## config.mk

```make
export PLATFORM = sky130hd
export DESIGN_NAME = core_count_hotplug_decision
export DESIGN_NICKNAME = d
export VERILOG_FILES = /design/src/rtl/ccd_pkg.sv /design/src/rtl/ccd_cfg_regs.sv /design/src/rtl/ccd_ladder.sv /design/src/rtl/ccd_core.sv /design/src/rtl/core_count_hotplug_decision.sv
export SDC_FILE = /design/constraint.sdc
export NUM_CORES = 1
export LEC_CHECK = 0
export BUFFER_PORTS_ARGS = -buffer_cell sky130_fd_sc_hd__buf_2
export CAP_MARGIN = 40
export CORE_UTILIZATION = 45
export DETAILED_ROUTE_END_ITERATION = 8
export MAX_ROUTING_LAYER = met4
export PLACE_DENSITY_LB_ADDON = 0.15
export SLEW_MARGIN = 20
export SYNTH_ARGS = -nofsm -noshare
export SYNTH_HDL_FRONTEND = slang
export SYNTH_SLANG_ARGS = --single-unit
```

## constraint.sdc

```tcl
create_clock -name clk -period 10.1 [get_ports clk]
set_clock_uncertainty 0.05 [all_clocks]
set_input_delay 2.02 -clock clk [delete_from_list [all_inputs] [get_ports clk]]
set_output_delay 2.02 -clock clk [all_outputs]
set_load 0.005 [all_outputs]
```

## src/rtl/ccd_pkg.sv

```systemverilog
// ccd_pkg: shared types, constants and lookup functions for the core count
// hotplug decision block. No dependencies; every rtl module imports it.
package ccd_pkg;

	// Fraction bits of the average run-queue length
	localparam int LOAD_FRAC_BITS = 11;

	// Field widths
	localparam int NOW_W    = 32;
	localparam int AVG_W    = 20;
	localparam int RUN_W    = 10;
	localparam int CORES_W  = 3;
	localparam int DEC_W    = 2;
	localparam int DIV_W    = 8;
	localparam int QUIET_W  = 16;
	localparam int DWELL_W  = 32;
	localparam int DLIM_W   = 8;

	// Stream payload widths, padded to whole bytes
	localparam int IN_BITS  = NOW_W + AVG_W + RUN_W + CORES_W;
	localparam int IN_W     = ((IN_BITS + 7) / 8) * 8;
	localparam int OUT_BITS = DEC_W + CORES_W;
	localparam int OUT_W    = ((OUT_BITS + 7) / 8) * 8;

	// Configuration port
	localparam int CFG_IDX_W  = 8;
	localparam int CFG_DATA_W = 16;
	localparam logic [CFG_IDX_W-1:0] CFG_MAX_CORES    = CFG_IDX_W'(0);
	localparam logic [CFG_IDX_W-1:0] CFG_POWER_SAVING = CFG_IDX_W'(1);
	localparam logic [CFG_IDX_W-1:0] CFG_HYST_DIV     = CFG_IDX_W'(2);
	localparam logic [CFG_IDX_W-1:0] CFG_QUIET_MS     = CFG_IDX_W'(3);

	// Ladder thresholds and shifts
	localparam int THR_BASE_W   = 5;
	localparam int HYST_W       = 4;
	localparam int SHIFT_NORMAL = 3;
	localparam int SHIFT_SAVING = 1;
	localparam int LADDER_STEPS = 3;
	localparam int THR_W        = THR_BASE_W + LOAD_FRAC_BITS - SHIFT_SAVING;
	localparam int CMP_W        = (THR_W > AVG_W) ? THR_W : AVG_W;
	localparam logic [THR_BASE_W-1:0] LADDER_NORMAL [LADDER_STEPS] = '{
		THR_BASE_W'(7), THR_BASE_W'(9), THR_BASE_W'(10)
	};
	localparam logic [THR_BASE_W-1:0] LADDER_SAVING = THR_BASE_W'(5);

	localparam logic [CORES_W-1:0] CORES_MAX = CORES_W'(4);

	typedef enum logic [DEC_W-1:0] {
		DEC_IDLE = 2'd0,
		DEC_DOWN = 2'd1,
		DEC_UP   = 2'd2
	} decision_t;

	typedef struct packed {
		logic [CORES_W-1:0] max_cores;
		logic               power_saving;
		logic [DIV_W-1:0]   hyst_div;
		logic [QUIET_W-1:0] quiet_ms;
	} cfg_t;

	// Hysteresis addition: ladder step (8 normal, 2 saving) over the divisor
	function automatic logic [HYST_W-1:0] hyst_amount(input logic ps,
			input logic [DIV_W-1:0] div);
		logic [HYST_W-1:0] h;
		h = '0;
		if (ps) begin
			priority if (div == DIV_W'(1)) h = HYST_W'(2);
			else if (div == DIV_W'(2))     h = HYST_W'(1);
			else                           h = '0;
		end else begin
			priority if (div == DIV_W'(0)) h = '0;
			else if (div == DIV_W'(1))     h = HYST_W'(8);
			else if (div == DIV_W'(2))     h = HYST_W'(4);
			else if (div <= DIV_W'(4))     h = HYST_W'(2);
			else if (div <= DIV_W'(8))     h = HYST_W'(1);
			else                           h = '0;
		end
		return h;
	endfunction

	// Runnable count needed to go up from n cores
	function automatic logic [RUN_W-1:0] up_count(input logic [CORES_W-1:0] n);
		logic [RUN_W-1:0] v;
		unique case (n)
			3'd1:    v = RUN_W'(12);
			3'd2:    v = RUN_W'(20);
			3'd3:    v = RUN_W'(25);
			default: v = '0;
		endcase
		return v;
	endfunction

	// Runnable count at or below which n cores may go down
	function automatic logic [RUN_W-1:0] down_count(input logic [CORES_W-1:0] n);
		logic [RUN_W-1:0] v;
		unique case (n)
			3'd2:    v = RUN_W'(7);
			3'd3:    v = RUN_W'(10);
			3'd4:    v = RUN_W'(18);
			default: v = '0;
		endcase
		return v;
	endfunction

	// Dwell needed before going up from n cores
	function automatic logic [DLIM_W-1:0] up_dwell(input logic [CORES_W-1:0] n);
		logic [DLIM_W-1:0] v;
		unique case (n)
			3'd1, 3'd2, 3'd3: v = DLIM_W'(140);
			default:          v = '0;
		endcase
		return v;
	endfunction

	// Dwell needed before going down from n cores
	function automatic logic [DLIM_W-1:0] down_dwell(input logic [CORES_W-1:0] n);
		logic [DLIM_W-1:0] v;
		unique case (n)
			3'd2, 3'd3, 3'd4: v = DLIM_W'(190);
			default:          v = '0;
		endcase
		return v;
	endfunction

endpackage

```

## src/rtl/ccd_cfg_regs.sv

```systemverilog
// ccd_cfg_regs: configuration register file written through the cfg channel.
// Depends on ccd_pkg.
module ccd_cfg_regs (
	input  logic                            clk,
	input  logic                            arst_n,
	input  logic                            cfg_valid,
	output logic                            cfg_ready,
	input  logic [ccd_pkg::CFG_IDX_W-1:0]   cfg_index,
	input  logic [ccd_pkg::CFG_DATA_W-1:0]  cfg_data,
	output ccd_pkg::cfg_t                   cfg
);
	import ccd_pkg::*;

	cfg_t cfg_q;

	assign cfg_ready = 1'b1;
	assign cfg      = cfg_q;

	// Register writes; unknown indexes are dropped
	always_ff @(posedge clk or negedge arst_n) begin
		if (!arst_n) begin
			cfg_q.max_cores    <= CORES_MAX;
			cfg_q.power_saving <= 1'b0;
			cfg_q.hyst_div     <= DIV_W'(2);
			cfg_q.quiet_ms     <= QUIET_W'(100);
		end else if (cfg_valid) begin
			unique case (cfg_index)
				CFG_MAX_CORES:    cfg_q.max_cores    <= cfg_data[CORES_W-1:0];
				CFG_POWER_SAVING: cfg_q.power_saving <= cfg_data[0];
				CFG_HYST_DIV:     cfg_q.hyst_div     <= cfg_data[DIV_W-1:0];
				CFG_QUIET_MS:     cfg_q.quiet_ms     <= cfg_data[QUIET_W-1:0];
				default: ;
			endcase
		end
	end

endmodule

```

## src/rtl/ccd_ladder.sv

```systemverilog
// ccd_ladder: threshold ladder turning the average run-queue length into a
// requested core count, with hysteresis above the last request. Uses ccd_pkg.
module ccd_ladder (
	input  ccd_pkg::cfg_t                  cfg,
	input  logic [ccd_pkg::CORES_W-1:0]    last_request,
	input  logic [ccd_pkg::AVG_W-1:0]      avg,
	output logic [ccd_pkg::CORES_W-1:0]    req
);
	import ccd_pkg::*;

	logic [HYST_W-1:0]       hyst;
	logic [LADDER_STEPS-1:0] hit;

	assign hyst = hyst_amount(cfg.power_saving, cfg.hyst_div);

	// One independent compare per rung
	always_comb begin
		logic [THR_BASE_W-1:0] base;
		logic [CMP_W-1:0]      thr;
		for (int k = 0; k < LADDER_STEPS; k++) begin
			base = cfg.power_saving ? LADDER_SAVING : LADDER_NORMAL[k];
			if (last_request <= CORES_W'(k + 1))
				base = base + THR_BASE_W'(hyst);
			thr = CMP_W'(base);
			thr = cfg.power_saving ? (thr << (LOAD_FRAC_BITS - SHIFT_SAVING))
			                       : (thr << (LOAD_FRAC_BITS - SHIFT_NORMAL));
			hit[k] = CMP_W'(avg) <= thr;
		end
	end

	// First rung the load fits under sets the count; power saving uses only the first rung (one or two cores)
	always_comb begin
		if (cfg.power_saving) begin
			req = hit[0] ? CORES_W'(1) : CORES_W'(2);
		end else begin
			priority if (hit[0]) req = CORES_W'(1);
			else if (hit[1])     req = CORES_W'(2);
			else if (hit[2])     req = CORES_W'(3);
			else                 req = CORES_W'(4);
		end
	end

endmodule

```

## src/rtl/ccd_core.sv

```systemverilog
// ccd_core: governor state (dwell timer, previous time, last request) and the
// up/down decision for one sample. Instantiates ccd_ladder; uses ccd_pkg.
module ccd_core (
	input  logic                          clk,
	input  logic                          arst_n,
	input  ccd_pkg::cfg_t                 cfg,
	input  logic                          fire,
	input  logic [ccd_pkg::NOW_W-1:0]     now_ms,
	input  logic [ccd_pkg::AVG_W-1:0]     avg_runnable_fx,
	input  logic [ccd_pkg::RUN_W-1:0]     runnable_count,
	input  logic [ccd_pkg::CORES_W-1:0]   cores_online,
	output ccd_pkg::decision_t            decision,
	output logic [ccd_pkg::CORES_W-1:0]   requested_cores
);
	import ccd_pkg::*;

	logic [CORES_W-1:0] last_request_q;
	logic [DWELL_W-1:0] dwell_q;
	logic [NOW_W-1:0]   prev_time_q;
	logic               first_q;

	logic               quiet;
	logic [CORES_W-1:0] online;
	logic [CORES_W-1:0] ladder_req;
	logic [NOW_W-1:0]   elapsed;
	logic [DWELL_W:0]   dwell_sum;
	logic [DWELL_W-1:0] dwell_acc;
	logic [DWELL_W-1:0] dwell_next;
	decision_t          dec;

	ccd_ladder u_ladder (
		.cfg          (cfg),
		.last_request (last_request_q),
		.avg          (avg_runnable_fx),
		.req          (ladder_req)
	);

	assign quiet  = now_ms <= NOW_W'(cfg.quiet_ms);
	assign online = (cores_online > CORES_MAX) ? CORES_MAX : cores_online;

	// Saturating dwell accumulation
	assign elapsed   = first_q ? '0 : now_ms - prev_time_q;
	assign dwell_sum = {1'b0, dwell_q} + {1'b0, elapsed};
	assign dwell_acc = dwell_sum[DWELL_W] ? '1 : dwell_sum[DWELL_W-1:0];

	// Table compares and decision
	always_comb begin
		dec        = DEC_IDLE;
		dwell_next = dwell_acc;
		if (online == '0) begin
			dwell_next = '0;
		end else if (online < cfg.max_cores && runnable_count >= up_count(online)) begin
			if (dwell_acc >= DWELL_W'(up_dwell(online)) && online < ladder_req)
				dec = DEC_UP;
		end else if (online > CORES_W'(1) && runnable_count <= down_count(online)) begin
			if (dwell_acc >= DWELL_W'(down_dwell(online)) && online > ladder_req)
				dec = DEC_DOWN;
		end else begin
			dwell_next = '0;
		end
		if (dec != DEC_IDLE)
			dwell_next = '0;
	end

	assign decision        = quiet ? DEC_IDLE : dec;
	assign requested_cores = quiet ? '0 : ladder_req;

	// State update; quiet samples leave it untouched
	always_ff @(posedge clk or negedge arst_n) begin
		if (!arst_n) begin
			last_request_q <= '0;
			dwell_q        <= '0;
			prev_time_q    <= '0;
			first_q        <= 1'b1;
		end else if (fire && !quiet) begin
			last_request_q <= ladder_req;
			dwell_q        <= dwell_next;
			prev_time_q    <= now_ms;
			first_q        <= 1'b0;
		end
	end

endmodule

```

## src/rtl/core_count_hotplug_decision.sv

```systemverilog
// core_count_hotplug_decision: top level of the run-queue core count governor.
// Instantiates ccd_cfg_regs and ccd_core; uses ccd_pkg.
//
// Usage:
//   s_tvalid/s_tready/s_tdata carry one load sample per transfer. Each
//   sample gives exactly one result on m_tvalid/m_tready/m_tdata: the
//   decision (idle, one core down, one core up) and the requested core count.
//   cfg_valid/cfg_ready/cfg_index/cfg_data write the four registers
//   (max_cores, power_saving, hysteresis_divisor, startup_quiet_ms);
//   cfg_ready is always high. Write them only while no sample is in flight.
//   A sample is registered in the input register on acceptance, evaluated
//   against the governor state once the result register is free, and lands
//   in the result register, which drives m_tvalid and m_tdata.
//   Throughput: one sample per cycle while the receiver keeps m_tready high;
//   the dwell/ladder state is read and written as a sample moves into the
//   result register, so consecutive samples chain with no gap.
//   When the receiver stalls, the result register holds and the input
//   register still takes one more sample; after that s_tready drops.
//   Reset (arst_n low) empties both registers, restores register defaults
//   and clears the governor state; the first sample afterwards adds no dwell.
module core_count_hotplug_decision (
	input  logic                             clk,
	input  logic                             arst_n,
	// now_ms[31:0], avg_runnable_fx[51:32], runnable_count[61:52],
	// cores_online[64:62], zero padding above
	input  logic                             s_tvalid,
	output logic                             s_tready,
	input  logic [ccd_pkg::IN_W-1:0]         s_tdata,
	// decision[1:0], requested_cores[4:2], zero padding above
	output logic                             m_tvalid,
	input  logic                             m_tready,
	output logic [ccd_pkg::OUT_W-1:0]        m_tdata,
	input  logic                             cfg_valid,
	output logic                             cfg_ready,
	input  logic [ccd_pkg::CFG_IDX_W-1:0]    cfg_index,
	input  logic [ccd_pkg::CFG_DATA_W-1:0]   cfg_data
);
	import ccd_pkg::*;

	localparam int AVG_LO = NOW_W;
	localparam int RUN_LO = AVG_LO + AVG_W;
	localparam int CORES_LO = RUN_LO + RUN_W;

	cfg_t cfg;

	logic               valid_s1;
	logic [NOW_W-1:0]   now_s1;
	logic [AVG_W-1:0]   avg_s1;
	logic [RUN_W-1:0]   run_s1;
	logic [CORES_W-1:0] online_s1;

	logic               out_valid_q;
	decision_t          out_dec_q;
	logic [CORES_W-1:0] out_req_q;

	logic               advance;
	decision_t          core_dec;
	logic [CORES_W-1:0] core_req;

	ccd_cfg_regs u_cfg (
		.clk       (clk),
		.arst_n    (arst_n),
		.cfg_valid (cfg_valid),
		.cfg_ready (cfg_ready),
		.cfg_index (cfg_index),
		.cfg_data  (cfg_data),
		.cfg       (cfg)
	);

	ccd_core u_core (
		.clk             (clk),
		.arst_n          (arst_n),
		.cfg             (cfg),
		.fire            (advance),
		.now_ms          (now_s1),
		.avg_runnable_fx (avg_s1),
		.runnable_count  (run_s1),
		.cores_online    (online_s1),
		.decision        (core_dec),
		.requested_cores (core_req)
	);

	// Handshake: stage 1 moves on when the result register is free
	assign advance  = valid_s1 && (!out_valid_q || m_tready);
	assign s_tready = !valid_s1 || advance;

	// Input register
	always_ff @(posedge clk or negedge arst_n) begin
		if (!arst_n) begin
			valid_s1 <= 1'b0;
		end else if (s_tready) begin
			valid_s1 <= s_tvalid;
		end
	end

	always_ff @(posedge clk) begin
		if (s_tready && s_tvalid) begin
			now_s1    <= s_tdata[AVG_LO-1:0];
			avg_s1    <= s_tdata[RUN_LO-1:AVG_LO];
			run_s1    <= s_tdata[CORES_LO-1:RUN_LO];
			online_s1 <= s_tdata[CORES_LO+CORES_W-1:CORES_LO];
		end
	end

	// Result register
	always_ff @(posedge clk or negedge arst_n) begin
		if (!arst_n) begin
			out_valid_q <= 1'b0;
		end else if (advance) begin
			out_valid_q <= 1'b1;
		end else if (m_tready) begin
			out_valid_q <= 1'b0;
		end
	end

	always_ff @(posedge clk) begin
		if (advance) begin
			out_dec_q <= core_dec;
			out_req_q <= core_req;
		end
	end

	assign m_tvalid = out_valid_q;
	assign m_tdata  = OUT_W'({out_req_q, out_dec_q});

`ifndef ASSERT_OFF
	// A full stage 1 behind a stalled result blocks new input
	a_stall_blocks_input: assert property (@(posedge clk) disable iff (!arst_n)
		(valid_s1 && out_valid_q && !m_tready) |-> !s_tready)
		else $error("input accepted while both stages are stalled");

	// A waiting sample with an empty result register is delivered next cycle
	a_s1_drains: assert property (@(posedge clk) disable iff (!arst_n)
		(valid_s1 && !out_valid_q) |=> out_valid_q)
		else $error("stage 1 sample did not reach the result register");

	// A core change is only ever requested outside the quiet period
	a_move_has_request: assert property (@(posedge clk) disable iff (!arst_n)
		(out_valid_q && out_dec_q != DEC_IDLE) |-> out_req_q != '0)
		else $error("core change decided with no requested cores");

	// An up decision always asks for more cores than are online
	a_up_needs_load: assert property (@(posedge clk) disable iff (!arst_n)
		(advance && core_dec == DEC_UP) |-> core_req > online_s1)
		else $error("up decision without higher request");
`endif

endmodule
```

# Word-level counts from Yosys, hierarchy flattened
# Cells that the tools add are included.
[word_totals]
regBits = 168
output_inout_bits = 11
word_cells = 119
[op_classes]
add_sub_neg = 5
order_cmp = 18
eq_ne = 9
mux = 48
reduce_logical = 23
[ops]
columns = ["operator", "count"]
rows = [
  ["32-bit two-way mux", 6],
  ["32-bit by 8-bit greater-or-equal comparator with 1-bit output", 2],
  ["20-bit by 15-bit <= comparator with 1-bit output", 3],
  ["8-bit two-way mux", 7],
  ["15-bit two-way mux", 3],
  ["32-bit by 32-bit adder with 33-bit output", 1],
  ["32-bit by 16-bit <= comparator with 1-bit output", 1],
  ["32-bit subtractor", 1],
  ["10-bit two-way mux", 3],
  ["5-bit one-hot mux with 3 select lines", 2],
  ["8-bit by 2-bit == test with 1-bit output, second input constant", 3],
  ["4-bit two-way mux", 6],
  ["3-bit two-way mux", 6],
  ["8-bit by 1-bit == test with 1-bit output, second input constant", 2],
  ["8-bit zero test", 2],
  ["5-bit two-way mux", 3],
  ["2-bit two-way mux", 7],
  ["4-bit by 4-bit adder with 5-bit output", 2],
  ["10-bit greater-or-equal comparator", 1],
  ["10-bit <= comparator", 1],
  ["8-bit by 3-bit <= comparator with 1-bit output, second input constant", 1],
  ["8-bit by 4-bit <= comparator with 1-bit output, second input constant", 1],
  ["2-bit AND reduction", 4],
  ["1-bit logical AND", 7],
  ["16 further kinds", 28],
]

# Longest topological paths before layout
# Gate-level depths: netlist of the first run.
[logic_depth]
depth_word = 23
ltp_mapped = 36
mapped_depth_nobuf = 33

# Cells and area by module
# A second synthesis of the first run with hierarchy kept.
[hier_totals]
hier_cells = 1310
hier_area_um2 = 12358.1
[by_module_without_submodules]
columns = ["mod", "instances", "cells_each", "area_per_inst_um2", "seq_area_each_um2"]
rows = [
  ["ccd_core", 1, 1013, 7865.0, 1702.9],
  ["core_count_hotplug_decision", 1, 82, 2232.1, 2152.1],
  ["ccd_cfg_regs", 1, 66, 1166.1, 706.9],
  ["ccd_ladder", 1, 149, 1094.8, 0.0],
]

# Worst setup path after synthesis of the first run
# OpenSTA, ideal clock, no wires.
[synth_path]
path_type = "register to register"
from = "register now_s1[0]"
to = "register out_dec_q[1], data pin"
setup_time_ns = 0.255
arrival_time_ns = 6.933
required_time_ns = 9.795
setup_slack_ns = 2.863
stages_incl_launch_ff = 37
n_path_buf = 3
period_less_slack_ns = 7.237
path_cell_list = "edfxtp_1 inv_1 ha_1 inv_1 fa_1 a21o_1 a21oi_1 o21bai_1 a21oi_1 o21bai_1 a2111oi_0 o31a_1 a21oi_1 a21oi_1 xor2_1 nor2_1 ha_1 a21o_1 or3_4 a211oi_4 nor3_1 a2111oi_2 o41ai_1 a31o_1 buf_6 clkbuf_1 nor2_1 ha_1 nand3b_1 nand2_1 a211o_1 or4_1 o22a_1 nor2_1 a31oi_1 buf_4 and2_1"
[synth_between]
elab_chain_cells = 9
word_cells_on_any_way = 10
cone_classes = "add/sub (2); order compare (2); mux (5); reduce/logical (1)"
[synth_lines]
columns = ["element", "line", "text"]
rows = [
  ["start: declaration", "core_count_hotplug_decision.sv:47", "logic [NOW_W-1:0] now_s1;"],
  ["start signal: assignment", "core_count_hotplug_decision.sv:98", "now_s1 <= s_tdata[AVG_LO-1:0];"],
  ["32-bit subtractor", "ccd_core.sv:42", "assign elapsed = first_q ? '0 : now_ms - prev_time_q;"],
  ["32-bit two-way mux", "ccd_core.sv:42", ""],
  ["32-bit by 32-bit adder with 33-bit output", "ccd_core.sv:43", "assign dwell_sum = {1'b0, dwell_q} + {1'b0, elapsed};"],
  ["32-bit two-way mux", "ccd_core.sv:44", "assign dwell_acc = dwell_sum[DWELL_W] ? '1 : dwell_sum[DWELL_W-1:0];"],
  ["32-bit by 8-bit greater-or-equal comparator with 1-bit output", "ccd_core.sv:53", "if (dwell_acc >= DWELL_W'(up_dwell(online)) && online < ladder_req)"],
  ["1-bit logical AND", "ccd_core.sv:53", ""],
  ["2-bit two-way mux", "ccd_core.sv:53", ""],
  ["2-bit two-way mux", "ccd_core.sv:52", "end else if (online < cfg.max_cores && runnable_count >= up_count(online)) begin"],
  ["2-bit two-way mux", "ccd_core.sv:50", "if (online == '0) begin"],
  ["end signal: assignment", "core_count_hotplug_decision.sv:118", "out_dec_q <= core_dec;"],
  ["end: declaration", "core_count_hotplug_decision.sv:53", "decision_t out_dec_q;"],
]
# Several ways; a longest one is shown, not always the timed one.
# A chain may end at the register's enable or synchronous reset.

# Worst setup path after layout of the first run
[layout_path]
from = "register now_s1[0]"
to = "register u_core.dwell_q[8]"
[layout_between]
elab_chain_cells = 12
word_cells_on_any_way = 21
cone_classes = "add/sub (2); order compare (3); mux (11); reduce/logical (5)"
[layout_lines]
columns = ["element", "line", "text"]
rows = [
  ["32-bit subtractor", "ccd_core.sv:42", ""],
  ["32-bit two-way mux", "ccd_core.sv:42", ""],
  ["32-bit by 32-bit adder with 33-bit output", "ccd_core.sv:43", ""],
  ["32-bit two-way mux", "ccd_core.sv:44", ""],
  ["32-bit by 8-bit greater-or-equal comparator with 1-bit output", "ccd_core.sv:56", "if (dwell_acc >= DWELL_W'(down_dwell(online)) && online > ladder_req)"],
  ["1-bit logical AND", "ccd_core.sv:56", ""],
  ["1-bit two-way mux", "ccd_core.sv:56", ""],
  ["2-bit two-way mux", "ccd_core.sv:55", "end else if (online > CORES_W'(1) && runnable_count <= down_count(online)) begin"],
  ["2-bit two-way mux", "ccd_core.sv:52", ""],
  ["2-bit two-way mux", "ccd_core.sv:50", ""],
  ["2-bit nonzero test", "ccd_core.sv:61", "if (dec != DEC_IDLE)"],
  ["32-bit two-way mux", "ccd_core.sv:61", ""],
  ["end signal: assignment", "ccd_core.sv:77", "dwell_q <= dwell_next;"],
  ["end: declaration", "ccd_core.sv:18", "logic [DWELL_W-1:0] dwell_q;"],
]
# Several ways; a longest one is shown, not always the timed one.

==> results of run 1 <==
-- area by class of cell --
cell class / count / area [um^2] / share of cell area [%]
Multi-Input combinational cell: 909 / 6950 / 51.3
Sequential cell: 168 / 4560 / 33.7
Timing Repair Buffer: 112 / 649 / 4.80
Clock buffer: 17 / 425 / 3.14
Tap cell: 335 / 419 / 3.10
Inverter: 94 / 353 / 2.61
Clock inverter: 15 / 178 / 1.31
-- kinds of logic after synthesis --
| family | after synthesis | share of synthesized area [%] |
|---|---|---|
| other | 2 | 0.0623 |
| xor gates and xnor gates | 51 | 3.70 |
| AOI/OAI and AO/OA | 303 | 19.3 |
| buffers and inverters | 140 | 4.90 |
| muxes | 63 | 5.86 |
| and+or+nand+nor | 354 | 14.6 |
| DFF | 168 | 37.8 |
| adders and majority gates | 130 | 13.7 |
-- stage by stage --
stage	hold slack, ns	setup WS [ns]
global route	0.464	0.900
finish	0.429	1.57
detailed placement	0.421	1.50
floorplan	0.399	2.86
CTS	0.442	1.51
global placement	0.408	1.67
-- final timing paths --
path,cells after the start,end,slack (ns)
min in group asynchronous,1,u_core.dwell_q[26],1.45
worst min register to register,1,m_tvalid,0.43
worst max-delay path,34,u_core.dwell_q[8],1.57
worst min-delay path,1,m_tvalid,0.43
max in group asynchronous,3,u_cfg.cfg[6],7.42
worst max register to register,34,u_core.dwell_q[8],1.57
-- worst reg2reg max path, delay by kind of cell, from the launching register on --
kind,cells,cell delay [ns]
compound gates,18,4.58
xor+xnor,1,0.21
fa+ha+maj,4,1.12
buf+inv,3,0.56
flops,1,0.36
simple gates,8,1.58
-- metal layers --
layer / up-vias / global-route usage, %
li1: 4609 / -
met4: 0 / 4.88
met3: 31 / 2.77
met1: 4418 / 30.5
met2: 202 / 32.5
met5: - / -
-- layout by cell type (no fill, tap or decap), types with 30 or more instances in the layout --
master	count
buf_2	99
dfrtp_1	92
mux2_2	61
o41ai_2	30
edfxtp_1	70
nor2_1	101
nand2_1	82
inv_1	94
a21o_1	37
a21oi_1	72
ha_1	126
o21ai_0	52
-- where the power goes --
part | internal, mW | switching (mW) | leakage, nW | total, mW
logic | 0.776 | 1.19 | 4.01 | 1.97
registers | 0.817 | 0.0663 | 1.90 | 0.883
clock network | 0.334 | 0.334 | 0.293 | 0.668
-- sequential cells by signal, indices dropped and copies added, names as in the netlist --
signal,cells
now_s1,32
u_core.dwell_q,32
u_core.prev_time_q,32
u_cfg.cfg,28
avg_s1,20
run_s1,10
online_s1,3
out_req_q,3
u_core.last_request_q,3
out_dec_q,2
m_tvalid,1
u_core.first_q,1
valid_s1,1
==> results.md, run 1 <==
* H-Tree Depth at 4
* Num Clock Sinks at 168
* HP Class: flip-flop to flip-flop
* Violation count after the first detailed-route iteration at 583
* Synth cell types at 74
* Skew-Pair Late Insertion Delay at 0.44 ns
* Cell Area, Placed at 12900 um^2
* Worst setup EP type: flip-flop
* HPWL reported at the end of detailed placement at 20800 um
* Minimum clock period at 8.53 ns
* Synth top area share at 19.1%
* Dpl cells at 1615
* Leakage Power at 6.20 nW
* RSZ-0062 raised after global routing: no
* Initial Util at 46.0%
* Crit path from: now_s1[0]
* CTS tree: built
* DRC at 2
* Diodes inserted at 0
* Overflow after GRT at 0
* Die Wd at 166 um
* FP Rows at 59
* Setup bufs post-CTS at 0
* IO buf count at 100
* Post-route ant nets at 0
* CTS resizes at 0
* Sequential fraction of the synthesis area at 37.8%
* DIE HEIGHT at 166 um
* Mapped Avg Cell Area at 9.96 um^2
* Total negative slack at 0 ns
* Met3 wire length at 1070 um
* Syn Std Cell Area at 12100 um^2
* Initial antenna violation count at 0
* Crit-path max cell delay at 0.62 ns
* First-pass GRT wire length at 45800 um
* Final hold vios at 0
* Most frequent CP cell: a21oi_1
* Crit path arrival time at 8.81 ns
* Number of synthesized register bits at 168
* Clock slew at reported path FFs at 0.08 ns
* Die area at 27500 um^2
* Slew headroom at 51.0%
* Io pins at 112
* Layout cells sized above 1 at 20.0%
* Largest net degree at the start of global routing at 73
* Core area at 26200 um^2
* Top layer in use: met4
* Final instance area at 13500 um^2
* Crit path launch type: flip-flop
* Warnings, synthesis at 0
* FILL cells at 2417
* CP Max Fanout at 19
* Final number of max-transition violations at 0
* Largest area contributor in the synthesized netlist: dfrtp_1
* Wire length per cell at 16.7 um
* Final setup fails at 0
* CTS max path bufs at 2
* Met2 WL at 11900 um
* Worst path buffer plus inverter count at 3
* Violated checks: DRC
* RR Startpoint: now_s1[0]
* Final total power at 3.52 mW
* Met1 WL at 14300 um
* Post-synthesis instance total at 1211
* 1st-pass router iterations at 7
* Vias/cell at 5.61
* Beginning of the worst hold path: valid_s1
* Max-cap viol count at 0
* Async set or reset register ratio after synthesis at 58.3%
* Vias in the first global route at 8987
* Area delta synth->final at 12.2%
* Vias at 9260
* Commonest cells post-synth: ha_1 (126), nor2_1 (101), inv_1 (94)
* Peak supply drop at 0.132 mV
* Slew @ Worst Pin at 0.730 ns
* Root buf cell: clkbuf_16
* Critical Path RT at 10.37 ns
* Hold Buf Count CTS at 0
* Pwr dens at 260 nW/um^2
* CTS Buf Count at 17
* Post-synth EDFFs at 70
* Global Route Usage Sum at 21.4%
* Top-count cell post-synth: ha_1
* Post-Route Utilization at 51.6%
* Family with the most delay on the worst path: compound AO/OA/AOI/OAI gates
* Period utilization at 84.5%
* Layout Nets at 1533
* GP Congestion at 0.903
* Critical path's slowest cell: a2111oi_0
* Most used DFF post-synth: dfrtp_1
* Peak Freq at 0.117 GHz
* Layout Cells excl Fill at 1650
* Kind of critical path: flip-flop to flip-flop
* Outcome: finished with violations
* Synth top area cells: dfrtp_1 (19%), edfxtp_1 (17%), ha_1 (13%)
* Final wirelength at 27600 um
Note: power is estimated with default switching activity, not from simulation.
==> inputs of run 2 (changes only) <==
ABC_AREA = 1   (was not set)
clock period = 8.2 ns   (was 10.1 ns; I/O delays follow)
==> results.md, run 2 <==
* Outcome: complete, no violations
* Minimum clock period at 7.08 ns (-1.45 ns)
* Vias in the first global route at 11100 (+24%)
* Largest net degree at the start of global routing at 66 (-9.6%)
* Family with the most delay on the worst path: simple AND/OR/NAND/NOR gates
* Pwr dens at 323 nW/um^2 (+24%)
* Largest area contributor in the synthesized netlist: dfrtp_1
* RSZ-0062 raised after global routing: no
* Kind of critical path: flip-flop to flip-flop
* Wire length per cell at 14.6 um (-13%)
* Worst Setup Slack, final at 1.12 ns (-0.448 ns)
* Clk pwr share at 16.6% (-2.4 points)
* Leading cell type in the layout, fill and taps excluded: nand2_1
* Final hold vios at 0 (unchanged)
* Sequential Power Share at 23.0% (-2.1 points)
* Period utilization at 86.4% (+1.9 points)
* RR Startpoint: now_s1[0]
* First-pass GRT wire length at 56600 um (+24%)
* Mapped Avg Cell Area at 7.14 um^2 (-28%)
* Most frequent CP cell: nand2_1
* Crit-path max cell delay at 0.50 ns (-0.12 ns)
* Initial Util at 45.9% (-0.12 points)
* CTS max path bufs at 2 (unchanged)
* Initial antenna violation count at 0 (unchanged)
* Post-synthesis instance total at 1856 (+53%)
* HPWL reported at the end of detailed placement at 27600 um (+33%)
* Pre-CTS setup slack at 1.15 ns (-0.343 ns)
* Clock slew at reported path FFs at 0.07 ns (about the same)
* Peak Freq at 0.141 GHz (+21%)
* 1st-pass router iterations at 5 (-2)
* H-Tree Depth at 4 (unchanged)
* Most frequent cells in the layout: nand2_1 (493), inv_1 (330), nor2_1 (204), ha_1 (126), a21oi_1 (117)
* Dpl cells at 2321 (+44%)
* Area delta synth->final at 11.5%
* Beginning of the worst hold path: valid_s1
* Synth cell types at 50 (-32%)
* Top-count cell post-synth: nand2_1
* Hold Path Sink: m_tvalid
* Vias/cell at 5.02 (-10%)
* Slew headroom at 39.8% (-11 points)
* Peak supply drop at 0.146 mV (+11%)
* Critical path's slowest cell: o21bai_4
* HP Class: flip-flop to flip-flop
* Top flop regs: now_s1: 32 flops, u_core.dwell_q: 32 flops, u_core.prev_time_q: 32 flops
* Final total power at 4.77 mW (+36%)
* Number of synthesized register bits at 168 (unchanged)
* Flop2flop setup slack at 1.12 ns (-0.45 ns)
* Combinational power share at 60.4% (+4.5 points)
* Io pins at 112 (unchanged)
* Overflow after GRT at 0 (unchanged)
* GP Congestion at 0.976 (+8.1%)
* Root buf cell: clkbuf_16
* Most used DFF post-synth: dfrtp_1
* Final instance area at 14800 um^2 (+9.1%)
* CP Max Fanout at 15 (-4)
* Layout cells sized above 1 at 10.5% (-9.5 points)
* Final setup fails at 0 (unchanged)
* CTS Buf Count at 17 (unchanged)
* Post-route ant nets at 0 (unchanged)
* Violation count after the first detailed-route iteration at 707 (+21%)
* Switching Share at 50.0% (+4.8 points)
* Hold Buf Count CTS at 0 (unchanged)
* Critical Path RT at 8.52 ns (-1.85 ns)
* WHS at 0.425 ns (-0.00345 ns)
* Post-Route Utilization at 51.2% (-0.49 points)
* Global Route Usage Sum at 24.3% (+2.8 points)
* Reg-to-Reg End: u_core.dwell_q[21]
* Vias at 11800 (+28%)
* Core area at 28900 um^2 (+10%)
* Num Clock Sinks at 168 (unchanged)
* Die Wd at 174 um (+4.7%)
* Synth top area share at 17.4% (-1.7 points)
* Worst setup EP type: flip-flop
* Sequential fraction of the synthesis area at 34.4% (-3.4 points)
* Slew @ Worst Pin at 0.894 ns (+0.164 ns)
* Warnings, synthesis at 0 (unchanged)
* Cell Area, Placed at 14200 um^2 (+10%)
* DIE HEIGHT at 174 um (+4.7%)
* Total negative slack at 0 ns (unchanged)
* Worst path buffer plus inverter count at 6 (+3)
* Synth top area cells: dfrtp_1 (17%), edfxtp_1 (16%), nand2_1 (14%)
* CTS tree: built
* FP Rows at 62 (+5.1%)
* Power Internal at 2.38 mW (+24%)
* Skew-Pair Late Insertion Delay at 0.44 ns (about the same)
* Post-synth EDFFs at 70 (unchanged)
* Reg2reg path depth at 40 (+18%)
* Layout Cells excl Fill at 2355 (+43%)
* Setup bufs post-CTS at 0 (unchanged)
* Crit path arrival time at 7.40 ns (-1.41 ns)
* P_sw at 2.39 mW (+50%)
* Diodes inserted at 0 (unchanged)
* Die area at 30100 um^2 (+9.7%)
* CTS resizes at 0 (unchanged)
* Layout Nets at 2189 (+43%)
* IO buf count at 100 (unchanged)
* Crit path launch type: flip-flop
* Final number of max-transition violations at 0 (unchanged)
* Commonest cells post-synth: nand2_1 (493), inv_1 (331), nor2_1 (204)
* DRC at 0 (-2)
* Max-cap viol count at 0 (unchanged)
* Leakage Power at 7.70 nW (+24%)
* Async set or reset register ratio after synthesis at 58.3% (unchanged)
* Syn Std Cell Area at 13200 um^2 (+9.8%)
* Final wirelength at 34300 um (+24%)
* Min-Delay Path Depth at 2 (+1)
-- run 2: cells by family after synthesis --
group                    Yosys count  synth area share [%]
AO/OA/AOI/OAI                    273                  11.6
AND/OR/NAND/NOR                  890                  29.0
XOR/XNOR                          20                  1.32
flip-flops                       168                  34.4
buffers and inverters            373                  11.1
other                              2                0.0567
adder cells (fa/ha/maj)          130                  12.5
-- run 2: final cells by class --
cell class	count	area, um^2
tap	384	480
sequential	168	4560
clock inverter	13	136
multi-input combinational	1321	7240
timing repair buffer	115	657
clock buffer	19	433
fill	2994	14100
inverter	335	1260
-- run 2: per-layer routing --
metal	vias to the layer above	track usage, %	wire, um
met3	27	2.89	1330
met2	222	36.6	15000
met5	-	-	0
li1	6184	-	-
met4	0	6.12	507
met1	5397	34.5	17400
-- run 2: power by group through the flow --
| stage | Sequential (mW) | Clock, mW | Combinational, mW |
|---|---|---|---|
| 6_report | 1.10 | 0.793 | 2.88 |
| 5_1_grt | 1.11 | 0.845 | 3.28 |
| 4_1_cts | 1.10 | 0.816 | 2.87 |
| 3_5_place_dp | 1.11 | 0 | 2.85 |
| 3_3_place_gp | 1.11 | 0 | 2.83 |
| 2_1_floorplan | 1.09 | 0 | 2.13 |
-- run 2: worst max-delay path by stage --
stage,startpoint,end,slack (ns),depth (start not counted)
final,now_s1[0],u_core.dwell_q[21],1.12,40
after global routing,now_s1[0],u_core.dwell_q[21],0.43,38
after CTS,now_s1[0],u_core.dwell_q[21],1.11,40
after detailed placement,now_s1[0],u_core.dwell_q[30],1.15,40
after global placement,now_s1[0],u_core.dwell_q[0],1.25,40
after floorplan,now_s1[0],out_dec_q[0],2.95,39
-- run 2: worst reg2reg max path, delay by kind of cell (launching register included) --
kind                       cells  cell delay (ns)
and+or+nand+nor               22             2.88
buffers and inverters          6             0.88
AOI/OAI and AO/OA              8             1.72
DFF                            1             0.37
adders and majority gates      4             1.12
==> inputs of run 3 (changes only) <==
==> constraint.sdc (replaced) <==
create_clock -name clk -period 8.2 [get_ports clk]
set_clock_uncertainty 0.05 [all_clocks]
set_input_delay 1.23 -clock clk [delete_from_list [all_inputs] [get_ports clk]]
set_output_delay 1.23 -clock clk [all_outputs]
set_load 0.005 [all_outputs]
==> results.md, run 3 (synthesis results as in run 2) <==
* Outcome: complete, no violations
* FILL cells at 2940 (-1.8%)
* Pwr dens at 323 nW/um^2 (-0.18%)
* Worst path buffer plus inverter count at 7 (+1)
* Vias in the first global route at 11400 (+2.3%)
* Worst setup EP type: flip-flop
* Crit path arrival time at 7.26 ns (-0.14 ns)
* Flop2flop setup slack at 1.20 ns (+0.08 ns)
* Area of the multi-input gates at 7240 um^2 (unchanged)
* Final hold vios at 0 (unchanged)
* IO buf count at 100 (unchanged)
* Vias/cell at 5.05 (+0.54%)
* FP Rows at 62 (unchanged)
* Period utilization at 85.4% (-0.94 points)
* Leading cell type in the layout, fill and taps excluded: nand2_1
* GRT met2 Usage at 36.3% (-0.22 points)
* Slew headroom at 45.4% (+5.6 points)
* Die area at 30100 um^2 (unchanged)
* Io pins at 112 (unchanged)
* Min-Delay Path Depth at 2 (unchanged)
* Final number of max-transition violations at 0 (unchanged)
* Crit path launch type: flip-flop
* First-pass GRT wire length at 56900 um (+0.55%)
* Layout Nets at 2187 (-0.091%)
* Leakage Power at 7.69 nW (about the same)
* 1st-pass router iterations at 6 (+1)
* Total negative slack at 0 ns (unchanged)
* Overflow after GRT at 0 (unchanged)
* Die Wd at 174 um (unchanged)
* Hold Buf Count CTS at 0 (unchanged)
* Clock slew at reported path FFs at 0.07 ns (about the same)
* Top Usage Layer GRT: met2
* Reg2reg path depth at 41 (+2.5%)
* Num Clock Sinks at 168 (unchanged)
* Top flop regs: now_s1: 32 flops, u_core.dwell_q: 32 flops, u_core.prev_time_q: 32 flops
* GP Congestion at 0.980 (+0.41%)
* Initial Util at 45.9% (unchanged)
* Largest net degree at the start of global routing at 66 (unchanged)
* Diodes inserted at 0 (unchanged)
* CTS resizes at 0 (unchanged)
* Peak Freq at 0.143 GHz (+1.1%)
* Area delta synth->final at 11.6%
* Reg-to-Reg End: u_core.dwell_q[19]
* Layout cells sized above 1 at 10.3% (-0.19 points)
* H-Tree Depth at 4 (unchanged)
* Final wirelength at 34100 um (-0.59%)
* Kind of critical path: flip-flop to flip-flop
* CP Max Fanout at 26 (+11)
* Setup bufs post-CTS at 0 (unchanged)
* RR Startpoint: now_s1[0]
* CTS tree: built
* Family with the most delay on the worst path: simple AND/OR/NAND/NOR gates
* CTS max path bufs at 2 (unchanged)
* Hold Path Sink: u_core.dwell_q[16]
* RSZ-0062 raised after global routing: no
* Global Route Usage Sum at 24.4% (+0.14 points)
* DRC at 0 (unchanged)
* Critical path's slowest cell: nand2_1
* Minimum clock period at 7.00 ns (-0.0772 ns)
* Peak supply drop at 0.147 mV (+0.62%)
* Initial antenna violation count at 0 (unchanged)
* HP Class: flip-flop to flip-flop
* Slew @ Worst Pin at 0.811 ns (-0.0826 ns)
* Vias at 11900 (+0.46%)
* Most frequent CP cell: nand2_1
* Met1 GRT Util at 35.4% (+0.91 points)
* CTS Buf Count at 17 (unchanged)
* Root buf cell: clkbuf_16
* Routing usage on met3 at 2.24% (-0.66 points)
* Wire length per cell at 14.5 um (-0.51%)
* Crit-path max cell delay at 0.41 ns (-0.09 ns)
* Most frequent cells in the layout: nand2_1 (493), inv_1 (330), nor2_1 (204), ha_1 (126), a21oi_1 (117)
* Final instance area at 14800 um^2 (+0.10%)
* Violation count after the first detailed-route iteration at 789 (+12%)
* Post-route ant nets at 0 (unchanged)
* Critical Path RT at 8.46 ns (-0.06 ns)
* Final setup fails at 0 (unchanged)
* DIE HEIGHT at 174 um (unchanged)
* Cell Area, Placed at 14200 um^2 (about the same)
* Max-cap viol count at 0 (unchanged)
* Storage cell area at 4560 um^2 (unchanged)
* Core area at 28900 um^2 (unchanged)
* HPWL reported at the end of detailed placement at 27300 um (-1.2%)
* Beginning of the worst hold path: u_core.dwell_q[16]
* Skew-Pair Late Insertion Delay at 0.44 ns (about the same)
## run 3: cell types whose count changed in the layout (fill, tap and decap cells not counted), moves of 2 or more
cell / change
inv_8: -2
buf_4: -3
clkbuf_1: +2
buf_16: +2
## run 3: per-layer routing
layer	routed length, um	vias up	share of wire (%)
met2	14500	253	43
met4	558	0	1.6
li1	-	6165	-
met3	1290	35	3.8
met5	0	-	0
met1	17700	5431	52
## run 3: area by class of cell
| class | count | share of cell area (%) |
|---|---|---|
| sequential | 168 | 30.9 |
| clock buffer | 21 | 2.98 |
| multi-input combinational | 1321 | 49.0 |
| clock inverter | 11 | 0.787 |
| tap | 384 | 3.25 |
| inverter | 335 | 8.51 |
| timing repair buffer | 113 | 4.63 |
## run 3: report_power, final
group	switching [mW]	internal, mW
Clock	0.353	0.424
Sequential	0.0784	1.02
Combinational	1.95	0.944
Total	2.38	2.39
## run 3: tightest hold or removal path: cells and delay by family (launching register included)
| kind | cells | cell delay [ns] |
|---|---|---|
| flops | 1 | 0.35 |
| simple gates | 2 | 0.11 |
## run 3: worst max path at each step
stage | start | endpoint | slack, ns | cells past startpoint
2_1_floorplan | now_s1[0] | out_dec_q[0] | 2.95 | 39
3_3_place_gp | now_s1[0] | out_dec_q[1] | 1.36 | 38
3_5_place_dp | now_s1[0] | u_core.dwell_q[10] | 1.35 | 41
4_1_cts | now_s1[0] | u_core.dwell_q[19] | 1.25 | 40
5_1_grt | now_s1[0] | u_core.dwell_q[22] | 0.47 | 41
6_report | now_s1[0] | u_core.dwell_q[19] | 1.20 | 41
## run 3: through the flow
| step | power, mW | hold WS [ns] | util [%] | setup WS [ns] | instances |
|---|---|---|---|---|---|
| floorplan | 3.22 | 0.396 | - | 2.95 | 1862 |
| detailed placement | 3.96 | 0.422 | 49.1 | 1.35 | 2319 |
| finish | 4.77 | 0.437 | 51.2 | 1.20 | 2353 |
| CTS | 4.76 | 0.435 | 51.0 | 1.25 | 2351 |
| global placement | 3.94 | 0.404 | 48.8 | 1.36 | 2315 |
| global route | 5.24 | 0.464 | 51.2 | 0.474 | 2353 |
